==> src/bts_pkg.sv <==
// Shared types and constants for the blob target selector.
`timescale 1ns / 1ps
`default_nettype none
package bts_pkg;

	// Configuration register indexes
	localparam logic [1:0] REG_MODE  = 2'd0;
	localparam logic [1:0] REG_WIDTH = 2'd1;
	localparam logic [1:0] REG_DBAND = 2'd2;

	// Selection strategies
	localparam logic [1:0] MODE_AREA    = 2'd0;
	localparam logic [1:0] MODE_CENTRE  = 2'd1;
	localparam logic [1:0] MODE_LEFT    = 2'd2;
	localparam logic [1:0] MODE_LOWEST  = 2'd3;

	// Verdict codes
	localparam logic [1:0] VERDICT_NONE    = 2'd0;
	localparam logic [1:0] VERDICT_FORWARD = 2'd1;
	localparam logic [1:0] VERDICT_RIGHT   = 2'd2;
	localparam logic [1:0] VERDICT_LEFT    = 2'd3;

	// Reset values of the configuration registers
	localparam logic [11:0] WIDTH_RESET = 12'd640;
	localparam logic [14:0] DBAND_RESET = 15'd1280;

	// Saturation limits
	localparam logic [27:0] BEARING_MAX = 28'd23040;
	localparam logic [27:0] Q15_POS_MAX = 28'd32767;
	localparam logic [27:0] Q15_NEG_MAX = 28'd32768;

	// Bearing scale: 90 degrees in Q8.8 over half a frame of 1/16 pixels
	localparam logic [11:0] BEARING_SCALE = 12'd2880;

	// Dividend width of the bit-serial divider
	localparam int DIV_BITS = 28;

	// Frame summary passed from front to back
	typedef struct packed {
		logic [7:0]  count;
		logic        have_best;
		logic [7:0]  index;
		logic [2:0]  colour;
		logic [15:0] best_x;
	} bts_rec_t;

	// Result item
	typedef struct packed {
		logic [7:0]  object_count;
		logic [7:0]  target_index;
		logic [2:0]  target_colour;
		logic [15:0] bearing;
		logic [15:0] offset_norm;
		logic [6:0]  turn_degrees;
		logic [1:0]  verdict;
	} bts_res_t;

	// Back end sequencer states
	typedef enum logic [1:0] {
		BK_IDLE,
		BK_SETUP,
		BK_DIV,
		BK_FIN
	} bts_bk_state_t;

endpackage
`default_nettype wire

==> src/blob_target_selector_bearing_top.sv <==
// Top level of the blob target selector: config registers, front, queue, back.
`timescale 1ns / 1ps
`default_nettype none
// Blobs are taken one per cycle while full is low; the front keeps the running count and best blob and, at
// the item that ends a frame, files a summary into a two-entry queue. The back turns each
// summary into a result in these steps: dequeue, setup with the two multiplies, a bit-serial
// divider over the 28-bit dividend producing bearing and offset together, and finish.
// full rises only while two frame summaries wait, so input stalls when frames end faster than
// the back turns summaries into results or when results are not taken. Configuration takes effect
// for the next blob; change it only while no frame summary or result is pending.
module blob_target_selector_bearing_top import bts_pkg::*; #(
	parameter int COUNT_BITS = 8
) (
	input  wire logic        clk,
	input  wire logic        arst_n,
	input  wire logic        cfg_wr_en,
	input  wire logic [1:0]  cfg_addr,
	input  wire logic [14:0] cfg_wdata,
	input  wire logic        push,
	output logic             full,
	input  wire logic [15:0] center_x,
	input  wire logic [15:0] center_y,
	input  wire logic [24:0] blob_area,
	input  wire logic [2:0]  colour_id,
	input  wire logic        no_object,
	input  wire logic        frame_end,
	output logic             empty,
	input  wire logic        pop,
	output logic [7:0]       object_count,
	output logic [7:0]       target_index,
	output logic [2:0]       target_colour,
	output logic signed [15:0] bearing,
	output logic signed [15:0] offset_norm,
	output logic [6:0]       turn_degrees,
	output logic [1:0]       verdict
);

	logic [1:0]  mode_q;
	logic [11:0] width_q;
	logic [14:0] dband_q;
	logic [11:0] width_eff;
	logic        in_acc;
	logic        rec_push, q_pop, q_empty, res_valid;
	bts_rec_t    wr_rec, rd_rec;
	bts_res_t    res;

	// Configuration registers
	always_ff @(posedge clk or negedge arst_n) begin
		if (!arst_n) begin
			mode_q  <= MODE_AREA;
			width_q <= WIDTH_RESET;
			dband_q <= DBAND_RESET;
		end else if (cfg_wr_en) begin
			case (cfg_addr)
				REG_MODE:  mode_q  <= cfg_wdata[1:0];
				REG_WIDTH: width_q <= cfg_wdata[11:0];
				REG_DBAND: dband_q <= cfg_wdata;
				default: ;
			endcase
		end
	end

	// Zero width counts as one pixel
	assign width_eff = (width_q == '0) ? 12'd1 : width_q;
	assign in_acc    = push && !full;

	bts_front #(
		.COUNT_BITS(COUNT_BITS)
	) u_front (
		.clk      (clk),
		.arst_n   (arst_n),
		.in_acc   (in_acc),
		.center_x (center_x),
		.center_y (center_y),
		.blob_area(blob_area),
		.colour_id(colour_id),
		.no_object(no_object),
		.frame_end(frame_end),
		.mode     (mode_q),
		.centre   ({width_eff, 3'b000}),
		.rec_push (rec_push),
		.rec      (wr_rec)
	);

	bts_fifo u_fifo (
		.clk   (clk),
		.arst_n(arst_n),
		.push  (rec_push),
		.wr_rec(wr_rec),
		.pop   (q_pop),
		.rd_rec(rd_rec),
		.full  (full),
		.empty (q_empty)
	);

	bts_back u_back (
		.clk      (clk),
		.arst_n   (arst_n),
		.width    (width_eff),
		.dead_band(dband_q),
		.q_empty  (q_empty),
		.q_rec    (rd_rec),
		.q_pop    (q_pop),
		.res_pop  (pop && res_valid),
		.res_valid(res_valid),
		.res      (res)
	);

	// Result ports
	assign empty         = !res_valid;
	assign object_count  = res.object_count;
	assign target_index  = res.target_index;
	assign target_colour = res.target_colour;
	assign bearing       = res.bearing;
	assign offset_norm   = res.offset_norm;
	assign turn_degrees  = res.turn_degrees;
	assign verdict       = res.verdict;

endmodule
`default_nettype wire

==> src/bts_front.sv <==
// Front end: per-blob count and best-target tracking, one summary per frame.
`timescale 1ns / 1ps
`default_nettype none
module bts_front import bts_pkg::*; #(
	parameter int COUNT_BITS = 8
) (
	input  wire logic        clk,
	input  wire logic        arst_n,
	input  wire logic        in_acc,
	input  wire logic [15:0] center_x,
	input  wire logic [15:0] center_y,
	input  wire logic [24:0] blob_area,
	input  wire logic [2:0]  colour_id,
	input  wire logic        no_object,
	input  wire logic        frame_end,
	input  wire logic [1:0]  mode,
	input  wire logic [14:0] centre,
	output logic             rec_push,
	output bts_rec_t         rec
);

	localparam int CW = (COUNT_BITS > 8) ? COUNT_BITS : 8;
	localparam logic [COUNT_BITS-1:0] CNT_MAX = {COUNT_BITS{1'b1}};

	logic [COUNT_BITS-1:0] cnt_q, cnt_d;
	logic [24:0]           key_q, key_d, key_new;
	logic [15:0]           bx_q, bx_d;
	logic [COUNT_BITS-1:0] bidx_q, bidx_d;
	logic [2:0]            bcol_q, bcol_d;
	logic                  have_q, have_d;
	logic                  take;
	logic [15:0]           cdist;
	logic [CW-1:0]         cnt_w, idx_w;

	// Key of the incoming blob and whether it beats the best so far
	always_comb begin
		cdist = (center_x >= {1'b0, centre}) ? center_x - {1'b0, centre}
			: {1'b0, centre} - center_x;
		case (mode)
			MODE_AREA: begin
				key_new = blob_area;
				take    = key_new > key_q;
			end
			MODE_CENTRE: begin
				key_new = {9'd0, cdist};
				take    = key_new < key_q;
			end
			MODE_LEFT: begin
				key_new = {9'd0, center_x};
				take    = key_new < key_q;
			end
			default: begin
				key_new = {9'd0, center_y};
				take    = key_new > key_q;
			end
		endcase
	end

	// Running state after this item
	always_comb begin
		cnt_d  = cnt_q;
		key_d  = key_q;
		bx_d   = bx_q;
		bidx_d = bidx_q;
		bcol_d = bcol_q;
		have_d = have_q;
		if (!no_object) begin
			if (!have_q || take) begin
				have_d = 1'b1;
				key_d  = key_new;
				bx_d   = center_x;
				bidx_d = cnt_q;
				bcol_d = colour_id;
			end
			if (cnt_q != CNT_MAX) begin
				cnt_d = cnt_q + 1'b1;
			end
		end
	end

	// Frame summary, fields masked to 8 bits
	always_comb begin
		cnt_w         = CW'(cnt_d);
		idx_w         = CW'(bidx_d);
		rec_push      = in_acc && frame_end;
		rec.count     = cnt_w[7:0];
		rec.have_best = have_d;
		rec.index     = idx_w[7:0];
		rec.colour    = bcol_d;
		rec.best_x    = bx_d;
	end

	// Tracking registers, cleared at frame end
	always_ff @(posedge clk or negedge arst_n) begin
		if (!arst_n) begin
			cnt_q  <= '0;
			key_q  <= '0;
			bx_q   <= '0;
			bidx_q <= '0;
			bcol_q <= '0;
			have_q <= 1'b0;
		end else if (in_acc) begin
			if (frame_end) begin
				cnt_q  <= '0;
				key_q  <= '0;
				bx_q   <= '0;
				bidx_q <= '0;
				bcol_q <= '0;
				have_q <= 1'b0;
			end else begin
				cnt_q  <= cnt_d;
				key_q  <= key_d;
				bx_q   <= bx_d;
				bidx_q <= bidx_d;
				bcol_q <= bcol_d;
				have_q <= have_d;
			end
		end
	end

endmodule
`default_nettype wire

==> src/bts_fifo.sv <==
// Two-entry queue of frame summaries between front and back.
`timescale 1ns / 1ps
`default_nettype none
module bts_fifo import bts_pkg::*; (
	input  wire logic     clk,
	input  wire logic     arst_n,
	input  wire logic     push,
	input  wire bts_rec_t wr_rec,
	input  wire logic     pop,
	output bts_rec_t      rd_rec,
	output logic          full,
	output logic          empty
);

	localparam int DEPTH = 2;
	localparam int PW    = $clog2(DEPTH);

	bts_rec_t         mem_q [DEPTH];
	logic [PW-1:0]    wr_ptr_q, rd_ptr_q;
	logic [PW:0]      fill_q;

	assign full   = (fill_q == (PW+1)'(DEPTH));
	assign empty  = (fill_q == '0);
	assign rd_rec = mem_q[rd_ptr_q];

	// Storage
	always_ff @(posedge clk) begin
		if (push) begin
			mem_q[wr_ptr_q] <= wr_rec;
		end
	end

	// Pointers and fill level
	always_ff @(posedge clk or negedge arst_n) begin
		if (!arst_n) begin
			wr_ptr_q <= '0;
			rd_ptr_q <= '0;
			fill_q   <= '0;
		end else begin
			if (push) begin
				wr_ptr_q <= wr_ptr_q + 1'b1;
			end
			if (pop) begin
				rd_ptr_q <= rd_ptr_q + 1'b1;
			end
			if (push && !pop) begin
				fill_q <= fill_q + 1'b1;
			end else if (pop && !push) begin
				fill_q <= fill_q - 1'b1;
			end
		end
	end

endmodule
`default_nettype wire

==> src/bts_back.sv <==
// Back end: bearing and offset by bit-serial division, verdict, result register.
`timescale 1ns / 1ps
`default_nettype none
module bts_back import bts_pkg::*; (
	input  wire logic        clk,
	input  wire logic        arst_n,
	input  wire logic [11:0] width,
	input  wire logic [14:0] dead_band,
	input  wire logic        q_empty,
	input  wire bts_rec_t    q_rec,
	output logic             q_pop,
	input  wire logic        res_pop,
	output logic             res_valid,
	output bts_res_t         res
);

	localparam int DCW = $clog2(DIV_BITS);
	localparam logic [DCW-1:0] DIV_LAST = DCW'(DIV_BITS - 1);

	bts_bk_state_t          state_q, state_d;
	bts_rec_t               rec_q;
	logic                   neg_q, fwd_q;
	logic [DIV_BITS-1:0]    bnum_q, onum_q, bquo_q, oquo_q;
	logic [12:0]            brem_q, orem_q;
	logic [DCW-1:0]         dcnt_q;
	logic                   valid_q;
	bts_res_t               res_q, res_new;

	logic [14:0]            centre;
	logic                   neg;
	logic [15:0]            dmag;
	logic [27:0]            bprod;
	logic [26:0]            dprod;
	logic [12:0]            bshift, oshift;
	logic                   bge, oge;
	logic [27:0]            bsat, omag;
	logic                   load_res;

	assign res_valid = valid_q;
	assign res       = res_q;

	// Offset magnitude and products from the dequeued summary
	always_comb begin
		centre = {width, 3'b000};
		neg    = rec_q.best_x < {1'b0, centre};
		dmag   = neg ? {1'b0, centre} - rec_q.best_x : rec_q.best_x - {1'b0, centre};
		bprod  = 28'(dmag) * 28'(BEARING_SCALE);
		dprod  = 27'(dead_band) * 27'(width);
	end

	// One restoring divide step on both quotients
	always_comb begin
		bshift = {brem_q[11:0], bnum_q[DIV_BITS-1]};
		oshift = {orem_q[11:0], onum_q[DIV_BITS-1]};
		bge    = bshift >= {1'b0, width};
		oge    = oshift >= {1'b0, width};
	end

	// Saturation and result assembly
	always_comb begin
		bsat = (bquo_q > BEARING_MAX) ? BEARING_MAX : bquo_q;
		if (neg_q) begin
			omag = (oquo_q > Q15_NEG_MAX) ? Q15_NEG_MAX : oquo_q;
		end else begin
			omag = (oquo_q > Q15_POS_MAX) ? Q15_POS_MAX : oquo_q;
		end
		res_new.object_count = rec_q.count;
		if (rec_q.have_best) begin
			res_new.target_index  = rec_q.index;
			res_new.target_colour = rec_q.colour;
			res_new.bearing       = neg_q ? 16'(-bsat[15:0]) : bsat[15:0];
			res_new.offset_norm   = neg_q ? 16'(-omag[15:0]) : omag[15:0];
			res_new.turn_degrees  = bsat[14:8];
			if (fwd_q) begin
				res_new.verdict = VERDICT_FORWARD;
			end else if (neg_q) begin
				res_new.verdict = VERDICT_LEFT;
			end else begin
				res_new.verdict = VERDICT_RIGHT;
			end
		end else begin
			res_new.target_index  = '0;
			res_new.target_colour = '0;
			res_new.bearing       = '0;
			res_new.offset_norm   = '0;
			res_new.turn_degrees  = '0;
			res_new.verdict       = VERDICT_NONE;
		end
	end

	// Sequencer next state
	always_comb begin
		state_d  = state_q;
		q_pop    = 1'b0;
		load_res = 1'b0;
		case (state_q)
			BK_IDLE: begin
				if (!q_empty) begin
					q_pop   = 1'b1;
					state_d = BK_SETUP;
				end
			end
			BK_SETUP: begin
				state_d = BK_DIV;
			end
			BK_DIV: begin
				if (dcnt_q == DIV_LAST) begin
					state_d = BK_FIN;
				end
			end
			BK_FIN: begin
				if (!valid_q || res_pop) begin
					load_res = 1'b1;
					state_d  = BK_IDLE;
				end
			end
			default: begin
				state_d = BK_IDLE;
			end
		endcase
	end

	always_ff @(posedge clk or negedge arst_n) begin
		if (!arst_n) begin
			state_q <= BK_IDLE;
			valid_q <= 1'b0;
		end else begin
			state_q <= state_d;
			if (load_res) begin
				valid_q <= 1'b1;
			end else if (res_pop) begin
				valid_q <= 1'b0;
			end
		end
	end

	// Datapath registers
	always_ff @(posedge clk) begin
		if (q_pop) begin
			rec_q <= q_rec;
		end
		if (state_q == BK_SETUP) begin
			neg_q  <= neg;
			fwd_q  <= {1'b0, dprod} >= bprod;
			bnum_q <= bprod;
			onum_q <= {dmag, 12'd0};
			brem_q <= '0;
			orem_q <= '0;
			bquo_q <= '0;
			oquo_q <= '0;
			dcnt_q <= '0;
		end
		if (state_q == BK_DIV) begin
			bnum_q <= {bnum_q[DIV_BITS-2:0], 1'b0};
			onum_q <= {onum_q[DIV_BITS-2:0], 1'b0};
			brem_q <= bge ? bshift - {1'b0, width} : bshift;
			orem_q <= oge ? oshift - {1'b0, width} : oshift;
			bquo_q <= {bquo_q[DIV_BITS-2:0], bge};
			oquo_q <= {oquo_q[DIV_BITS-2:0], oge};
			dcnt_q <= dcnt_q + 1'b1;
		end
		if (load_res) begin
			res_q <= res_new;
		end
	end

endmodule
`default_nettype wire

==> config.mk <==
export PLATFORM = sky130hd
export DESIGN_NAME = blob_target_selector_bearing_top
export DESIGN_NICKNAME = d
export VERILOG_FILES = /design/src/bts_pkg.sv /design/src/blob_target_selector_bearing_top.sv /design/src/bts_front.sv /design/src/bts_fifo.sv /design/src/bts_back.sv
export SDC_FILE = /design/constraint.sdc
export NUM_CORES = 1
export LEC_CHECK = 0
export BUFFER_PORTS_ARGS = -buffer_cell sky130_fd_sc_hd__buf_2
export CAP_MARGIN = 10
export CORE_MARGIN = 3
export CORE_UTILIZATION = 64
export CTS_CLUSTER_SIZE = 10
export DETAILED_ROUTE_END_ITERATION = 10
export GPL_TIMING_DRIVEN = 0
export HOLD_SLACK_MARGIN = 0.02
export PLACE_DENSITY_LB_ADDON = 0.05
export SETUP_SLACK_MARGIN = 0.05
export SLEW_MARGIN = 20
export SYNTH_ARGS = -nofsm -noshare
export SYNTH_HDL_FRONTEND = slang
export SYNTH_SLANG_ARGS = --single-unit
==> constraint.sdc <==
create_clock -name clk -period 15.09 [get_ports clk]
set_clock_uncertainty 0.05 [all_clocks]
set_input_delay 3.018 -clock clk [delete_from_list [all_inputs] [get_ports clk]]
set_output_delay 3.018 -clock clk [all_outputs]
set_load 0.005 [all_outputs]
; ---- Word level (Yosys, flattened, before mapping)
; Memory sizes are Yosys's and may differ from the RTL's. A register that Yosys moved wholly into a read port is not among the register bits.
; Cells that the tools add are included.
; Widths: inputs -> output; s select.
[totals]
mem_bits_rw = 72
out_inout_bits = 62
reg_bits = 282
wordCells = 163
inputBits = 84
n_memories = 1
[op_classes]
add_sub_neg = 14
n_mul = 2
n_eq_ne = 14
order_cmp = 12
muxes = 59
reduce_logical = 27
n_bitwise = 1
[mem_list]
columns = name, words, width, rd, rd_clocked_by_memory_dff, wr, line
row1 = u_fifo.mem_q, 2, 36, 1, 1, 1, bts_fifo.sv:18  ; bts_rec_t mem_q [DEPTH];
[ops]
columns = cell, n
row1 = $mux 28, 7
row2 = $mux 16, 11
row3 = $mux 25, 3
row4 = $pmux 25 s3, 1
row5 = $mux 12, 6
row6 = $gt 28x15->1 const B, 2
row7 = $lt 16x25->1, 2
row8 = $mux 8, 6
row9 = $neg 16->16, 2
row10 = $sub 15x16->16, 2
row11 = $sub 16x15->16, 2
row12 = $ge 27x28->1, 1
row13 = $gt 28x16->1 const B, 1
row14 = $mul 15x12->27, 1
row15 = $ge 13x12->1, 2
row16 = $gt 16x25->1, 1
row17 = $gt 25x25->1, 1
row18 = $sub 12x12->12, 2
row19 = $mul 16x6->22 const B, 1
row20 = $ge 16x15->1, 1
row21 = $lt 16x15->1, 1
row22 = $mux 1, 13
row23 = $logic_not 12->1, 1
row24 = $eq 2x2->1 const B, 5
row25 = 24 further kinds, 54

; ---- Logic depth before layout (Yosys ltp)
; Gate-level depths: netlist of the first run.
[depth]
depth_word = 10
mapped_depth = 35
mapped_depth_nobuf = 32

; ---- Hierarchy
; Synthesis of the first run repeated with hierarchy kept, for this count alone.
[hier_totals]
hier_cells = 2933
area_unflattened_um2 = 30441.7
[by_module_without_submodules]
columns = mod, cells_each, area_per_inst_um2, n_inst, seq_area_each_um2
row1 = bts_back, 1954, 19607.6, 1, 6651.4
row2 = bts_front, 769, 6642.6, 1, 1526.5
row3 = bts_fifo, 128, 2934.1, 1, 2262.2
row4 = blob_target_selector_bearing_top, 82, 1257.5, 1, 730.7

; ---- Worst setup path before layout of the first run
; OpenSTA, ideal clock, no wires.
[synth_timing]
kind = input port to flip-flop
from = input center_x[5]
to = register u_front.bcol_q[1]
path_slack_ns = 7.540
stages = 24
arrival_ns = 7.373
t_required_ns = 14.914
n_path_buf = 6
setup_ns = 0.126
cell_sequence = inv_1 > ha_1 > buf_2 > a21oi_1 > a211oi_1 > nor3_1 > o21bai_1 > a211oi_1 > buf_2 > clkbuf_1 > mux2i_1 > xnor2_1 > ha_1 > a21oi_1 > o21ai_0 > a21o_1 > a211oi_1 > o21a_1 > nor3_1 > a311o_1 > buf_2 > clkbuf_1 > buf_1 > a311o_1
[synth_between]
elab_chain_len = 8
word_cells_on_any_way = 11
cone_classes = add/sub (2) / order compare (3) / mux (5) / reduce/logical (1)
[synth_lines]
columns = element, line
row1 = "start, declared", blob_target_selector_bearing_top.sv:21  ; input wire logic [15:0] center_x,
row2 = "$sub 15x16->16, or another cell as far along", bts_front.sv:38  ; : {1'b0, centre} - center_x;
row3 = $mux 16, bts_front.sv:37  ; cdist = (center_x >= {1'b0, centre}) ? center_x - {1'b0, centre}
row4 = $lt 16x25->1, bts_front.sv:46  ; take = key_new < key_q;
row5 = $pmux 1 s3 (*), bts_front.sv:39  ; case (mode)
row6 = $logic_or 1x1->1 (*), bts_front.sv:68  ; if (!have_q || take) begin
row7 = $mux 3 (*), bts_front.sv:68
row8 = $mux 3 (*), bts_front.sv:67  ; if (!no_object) begin
row9 = $mux 3 (*), bts_front.sv:103  ; if (frame_end) begin
row10 = "end signal, assigned", bts_front.sv:115  ; bcol_q <= bcol_d;
row11 = "end, declared", bts_front.sv:29  ; logic [2:0] bcol_q, bcol_d;
; Mark *: on every way between the ends. The rest lies on a longest branch, timed or not.
; A chain may end at the register's enable or synchronous reset.

; ---- Worst setup path in the final report of the first run
[layout_timing]
from = register width_q[4]
to = register u_back.fwd_q (data pin)
[layout_between]
elab_chain_len = 6
word_cells_on_any_way = 9
cone_classes = add/sub (2) / mul (2) / order compare (2) / mux (2) / reduce/logical (1)
[layout_lines]
columns = element, line
row1 = "start, declared", blob_target_selector_bearing_top.sv:39  ; logic [11:0] width_q;
row2 = "start signal, assigned", blob_target_selector_bearing_top.sv:56  ; REG_WIDTH: width_q <= cfg_wdata[11:0];
row3 = $logic_not 12->1, blob_target_selector_bearing_top.sv:64  ; assign width_eff = (width_q == '0) ? 12'd1 : width_q;
row4 = $mux 12 (*), blob_target_selector_bearing_top.sv:64
row5 = "$sub 16x15->16, or another cell as far along", bts_back.sv:46  ; dmag = neg ? {1'b0, centre} - rec_q.best_x : rec_q.best_x - {1'b0, centre};
row6 = $mux 16, bts_back.sv:46
row7 = $mul 16x6->22, bts_back.sv:47  ; bprod = 28'(dmag) * 28'(BEARING_SCALE);
row8 = $ge 27x28->1 (*), bts_back.sv:144  ; fwd_q <= {1'b0, dprod} >= bprod;
row9 = "end signal, assigned", bts_back.sv:144
row10 = "end, declared", bts_back.sv:22  ; logic neg_q, fwd_q;
; Marked as above.

==> results.md, run 1 <==
* Status: complete, no violations
* Effective utilization at floorplan at about two thirds
* Via density at about 6.1
* Wire per inst at between 20 and 25 um
* ANT nets after route at 0
* PortBufs at approximately 140
* Core area at 0.0460 mm^2
* Pre-antenna DRT Iters at 8
* Mean area per synthesized cell at a little over 10 um^2
* Fmax at between 100 and 150 MHz
* Crit path top cell by count: ha_1
* RR Endpoint: u_back.fwd_q
* CTS buffer count at between 40 and 50
* RSZ-0062 raised after global routing: false
* Register area at roughly 0.011 mm^2
* Hold_buf cts at 0
* Setup repair bufs after CTS at 0
* Hpwl dp at 60400 um
* First-pass GRT wire length at about 120000 um
* Worst slew pin tran at ~1.0 ns
* Initial antenna violation count at 2
* Synth Cell Area at slightly above 0.03 mm^2
* Yosys reg bits at ~390
* Pin count of the biggest net entering global routing at 74
* Vias in the first global route at roughly 24000
* Worst-path clk slew at roughly 0.05 ns
* Worst hold endpoint: u_back.res[55]
* Worst flop-to-flop path startpoint: width_q[4]
* Via Count at ~23000
* Area Growth Syn to Fin at 10.2%
* Most used DFF post-synth: edfxtp_1
* Share of cells above drive strength 1 at 11.5%
* # resized after CTS at 0
* Critical path capture point type: flip-flop
* Max-Cap Viols at 0
* Antenna cells at 0
* Worst min path class: reg -> reg
* Critical Path RT at 15.37 ns
* Crit-path max FO at 14
* Ys async rst share at 25.0%
* Io pins at ~150
* Chip height at 223 um
* Worst reg-to-reg path cell count at 31
* Commonest non-fill, non-tap cells in the layout: 349 x inv_1, 291 x edfxtp_1, 279 x ha_1, 261 x nand2_1, 179 x and2_1
* Final critical-path required period at 9.49 ns
* CP Launch Type: flip-flop
* GPL Wtd Cong at between 0.9 and 1
* Synth warnings at 0
* Max Slew Vio Count at 0
* Final period utilization at a little over three fifths
* Critical Path AT at around 10 ns
* Cells after synthesis at just under 3000
* # rows at 78
* Crit Path Category: reg -> reg
* Register area share after synthesis at 37.0%
* Mapped Nets at between 3000 and 4000
* Initial detailed-routing violation count at about 2200
* Setup_tns at 0 ns
* Relative slew slack at between 30% and 40%
* CTS tree: built
* Multi-input logic area at 0.0171 mm^2
* Area of the die at between 0.04 and 0.05 mm^2
* R2R Setup Slk at approximately 5.6 ns
* Clk sinks at approximately 390
* Chip width at 223 um
* Fill cells at between 3000 and 4000
* Later-pin clock latency in the skew report at ~0.58 ns
* CTS H-tree depth at 2
* Commonest non-fill, non-tap cell in the layout: inv_1
* Hold-critical path depth at 0
* Post-synth EDFFs at around 290
* Root buf cell: clkbuf_16
* Total GRT Usage at 31.2%
* Max Buffers Root-to-Sink at 3
* Detailed-route DRC error count at 0
* Total wire length at about 78000 um
* Hold Startpoint: u_back.rec_q[31]
* Netlist cell types at just under 90
* Total grt overflow at 0
* Final nets at roughly 3700
* CP max stage delay at about 0.8 ns
* Hold Vio Cnt, Final at 0
* # setup viols final at 0
* Crit-path slowest cell: clkbuf_1
==> kinds of logic after synthesis <==
family,share of synthesized area [%]
buffers and inverters,6.28
adder cells (fa/ha/maj),22.2
AO/OA/AOI/OAI,12.2
XOR/XNOR,2.76
multiplexers,4.85
AND/OR/NAND/NOR,14.6
flip-flops,37.0
==> layout make-up <==
type                    instances  share of cell area [%]
clock inverters                 8                   0.441
clock buffers                  71                    3.78
plain buffers                 142                    1.75
well taps                     600                    2.26
multi-input cells            2063                    51.5
inverters                     350                    3.95
repair buffers                150                    2.68
flip-flops and latches        388                    33.6
==> critical path, delay by kind of cell (launching register included) <==
family | cells | cell delay, ns
buf+inv | 5 | 1.43
fa+ha+maj | 6 | 2.18
xor+xnor | 2 | 0.74
flops | 1 | 0.35
simple gates | 7 | 1.41
compound gates | 11 | 3.10
==> Yosys cell counts, types with 11 or more instances <==
master / number / area [um^2]
xnor2_1: 63 / 552
mux2_2: 80 / 901
a21o_1: 52 / 390
a311o_1: 28 / 280
nand4_1: 30 / 188
o22ai_1: 11 / 68.8
o21bai_1: 13 / 97.6
edfxtp_1: 291 / 8740
o31ai_1: 17 / 128
or2_2: 13 / 81.3
mux2i_1: 36 / 360
nand2_1: 261 / 980
a211oi_1: 20 / 150
or3_1: 13 / 81.3
nand3_1: 39 / 195
ha_1: 280 / 3500
fa_1: 160 / 3200
nor2b_1: 35 / 219
dfrtp_1: 93 / 2330
a21oi_1: 123 / 616
nor2_1: 131 / 492
nor3_1: 36 / 180
o21ai_0: 125 / 626
nand2b_1: 22 / 138
o21a_1: 21 / 158
clkbuf_1: 124 / 465
nor4_1: 42 / 263
and2_1: 180 / 1130
a22o_1: 18 / 158
inv_1: 350 / 1310
xor2_1: 32 / 280
and3_1: 18 / 113
a31oi_1: 17 / 106
==> worst max-delay path by stage <==
stage / cells after the start / end / slack [ns] / from
2_1_floorplan: 24 / u_front.bcol_q[1] / 7.54 / center_x[5]
3_3_place_gp: 30 / u_back.fwd_q / 5.36 / width_q[4]
3_5_place_dp: 30 / u_back.fwd_q / 5.63 / width_q[4]
4_1_cts: 30 / u_back.fwd_q / 5.64 / width_q[4]
5_1_grt: 30 / u_back.fwd_q / 4.87 / width_q[6]
6_report: 31 / u_back.fwd_q / 5.60 / width_q[4]
==> flip-flops by register name (all words and copies together) (netlist names), 16 cells and up <==
signal and count:
u_fifo.mem_q 72, u_back.res 60, u_back.rec_q 36, u_back.bquo_q 28
u_back.oquo_q 28, u_front.key_q 25, u_back.bnum_q 22, u_front.bx_q 16
==> through the flow <==
step	std cells	instance area, um^2	hold WS [ns]	utilization (%)	setup WS [ns]
finish	3772	33200	0.371	72.3	5.60
CTS	3772	33200	0.373	72.3	5.64
global route	3772	33200	0.384	72.3	4.87
floorplan	2943	30200	0.350	-	7.54
global placement	3687	31600	0.351	68.8	5.36
detailed placement	3693	31800	0.356	69.2	5.63
==> metal layers <==
metal  routed length (um)  share of wire [%]  global-route usage (%)  up-vias
met3                 5870                7.5                    6.51      179
met4                 2460                3.2                    9.91        8
met5                   48              0.062                       0        -
met1                33100                 42                    42.1    11332
met2                36500                 47                    51.0      930
li1                     -                  -                       -    10687
Power of run 1 is left out: the tool's default activity adds up to more than one toggle a clock period on the data nets, which glitch-free logic cannot reach.
==> inputs of run 2 (changes only) <==
--- a/config.mk
+++ b/config.mk
@@ -5,6 +5,7 @@
 export SDC_FILE = /design/constraint.sdc
 export NUM_CORES = 1
 export LEC_CHECK = 0
+export ABC_AREA = 1
 export BUFFER_PORTS_ARGS = -buffer_cell sky130_fd_sc_hd__buf_2
 export CAP_MARGIN = 10
 export CORE_MARGIN = 3
==> constraint.sdc (replaced) <==
create_clock -name clk -period 9.05 [get_ports clk]
set_clock_uncertainty 0.05 [all_clocks]
set_input_delay 1.81 -clock clk [delete_from_list [all_inputs] [get_ports clk]]
set_output_delay 1.81 -clock clk [all_outputs]
set_load 0.005 [all_outputs]
==> run 2 against run 1 <==
Compared with the run above:
- routed wire length is 0.22% lower
- clock-buffer cell count rose by 3
- sequential cell count unchanged
- critical path type unchanged
==> results.md, run 2 <==
* CP Launch Type: flip-flop
* Critical Path AT at 8.49 ns
* Max-Cap Viols at 0
* Clk sinks at roughly 390
* Max Buffers Root-to-Sink at 3
* Hold_buf cts at 0
* Critical path capture point type: flip-flop
* Synth warnings at 0
* Area of the die at ~0.05 mm^2
* Io pins at around 150
* CTS buffer count at 48
* Mean area per synthesized cell at about 8 um^2
* Chip height at ~230 um
* Detailed-route DRC error count at 0
* Critical Path RT at a little over 9 ns
* Register area share after synthesis at 35.8%
* Pre-antenna DRT Iters at 5
* Ys async rst share at approximately 25%
* Crit path buf inv count at 7
* Top post-synthesis cells by area: edfxtp_1 28%, nand2_1 12%, ha_1 11%, fa_1 10%, inv_1 8.3%
* Hpwl dp at between 60000 and 70000 um
* Setup_tns at 0 ns
* Netlist cell types at 57
* Worst min path class: reg -> reg
* Crit-path max FO at 14
* CTS H-tree depth at 2
* Synth Cell Area at 0.0312 mm^2
* Wire per inst at roughly 17 um
* Initial detailed-routing violation count at between 1500 and 2000
* Setup repair bufs after CTS at 0
* Final nets at around 4500
* Share of cells above drive strength 1 at 7.44%
* Commonest cells in the synthesized netlist: 1001 x nand2_1, 694 x inv_1, 291 x edfxtp_1
* # setup viols final at 0
* Yosys reg bits at about 390
* R2R Setup Slk at slightly below 0.8 ns
* Relative slew slack at between 40% and 50%
* Chip width at ~230 um
* CP top delay family: adder cells
* Cells after synthesis at between 3000 and 4000
* Final critical-path required period at between 8 and 9 ns
* Via density at between 5 and 6
* Initial antenna violation count at 1
* PortBufs at roughly 150
* Cell taking the most area after synthesis: edfxtp_1
* RSZ-0062 raised after global routing: false
* Mapped Nets at between 4000 and 5000
* Effective utilization at floorplan at 65.1%
* Status: complete, no violations
* CP max stage delay at 0.57 ns
* Vias in the first global route at about 25000
* First-pass GRT wire length at between 100000 and 150000 um
* Commonest non-fill, non-tap cells in the layout: 1001 x nand2_1, 693 x inv_1, 291 x edfxtp_1, 279 x ha_1, 198 x a21oi_1
* Reg with most FFs: u_fifo.mem_q
* Worst-path clk slew at around 0.060 ns
* GPL Wtd Cong at 0.938
* Final period utilization at around nine tenths
* Post-synth top area share at between 20% and 30%
* Core area at roughly 0.048 mm^2
* Pin count of the biggest net entering global routing at about 50
* Antenna cells at 0
* Max Slew Vio Count at 0
* Root buf cell: clkbuf_16
* Commonest non-fill, non-tap cell in the layout: nand2_1
* Worst slew pin tran at between 0.7 and 0.8 ns
* ANT nets after route at 0
* Area Growth Syn to Fin at 10.2%
* Crit-path slowest cell: clkbuf_1
* CTS tree: built
* Via Count at 25514
* Total GRT Usage at between 30% and 40%
* Count leader, synth: nand2_1
* # resized after CTS at 0
* Fmax at approximately 120 MHz
* Hold Vio Cnt, Final at 0
* # rows at 80
* Total wire length at just under 80000 um
* Crit Path Category: reg -> reg
* Most used DFF post-synth: edfxtp_1
* Later-pin clock latency in the skew report at 0.60 ns
* Post-synth EDFFs at a little under 300
* Total grt overflow at 0
* Max FFs per register at 72
[run 2: changes by cell type after synthesis, sizes merged, moves of 77 or more]
cell,delta
mux2,-77
and2,-148
a21oi,+79
o21ai,+78
nand2,+750
nand3,+149
inv,+356
[run 2: metrics by stage]
stage	hold slack (ns)	cells	cell area, um^2	util, %	setup slack [ns]
4_1_cts	0.367	4648	34400	71.7	0.493
3_3_place_gp	0.354	4557	32700	68.2	0.499
5_1_grt	0.377	4648	34400	71.7	0.247
3_5_place_dp	0.355	4564	32900	68.7	0.468
6_report	0.366	4648	34400	71.7	0.791
2_1_floorplan	0.350	3797	31200	-	2.45
[run 2: worst register-to-register path: cells and delay by family (launching register included)]
family	cells	cell delay, ns
adder cells (fa/ha/maj)	6	2.40
AO/OA/AOI/OAI	10	1.73
AND/OR/NAND/NOR	12	1.44
buffers and inverters	7	1.43
flip-flops	1	0.51
XOR/XNOR	1	0.42
[run 2: worst paths after layout]
kind,from,end,depth (start not counted)
setup / recovery,width_q[7],u_back.fwd_q,36
hold / removal,u_back.rec_q[35],u_back.res[59],0
setup reg to reg,width_q[7],u_back.fwd_q,36
hold reg to reg,u_back.rec_q[35],u_back.res[59],0
max in group asynchronous,arst_n,width_q[7],2
min in group asynchronous,arst_n,dband_q[13],1
[run 2: cell type report]
cell class	count	area, um^2
Clock inverter	10	156
Inverter	708	2660
Buffer	128	556
Clock buffer	74	1310
Tap cell	615	769
Sequential cell	388	11200
Multi-Input combinational cell	2573	16900
Fill cell	3800	13500
Timing Repair Buffer	152	917
[run 2: per-layer routing]
metal | global-route usage, % | vias up | part of all wire [%]
met2 | 50.8 | 826 | 47
li1 | - | 12534 | -
met5 | 0 | - | 0.014
met1 | 42.9 | 12026 | 44
met4 | 9.37 | 2 | 2.9
met3 | 4.84 | 126 | 6.5
[run 2: logic make-up (layout without fill, tap and decap cells)]
group | after synthesis | after routing | synth area share (%)
AOI/OAI and AO/OA | 494 | 494 | 8.82
and+or+nand+nor | 1526 | 1526 | 20.4
muxes | 3 | 3 | 0.108
adders and majority gates | 440 | 440 | 21.5
buffers and inverters | 836 | 1072 | 10.3
xor gates and xnor gates | 110 | 110 | 3.09
DFF | 388 | 388 | 35.8
Power of run 2 is left out for the same reason.
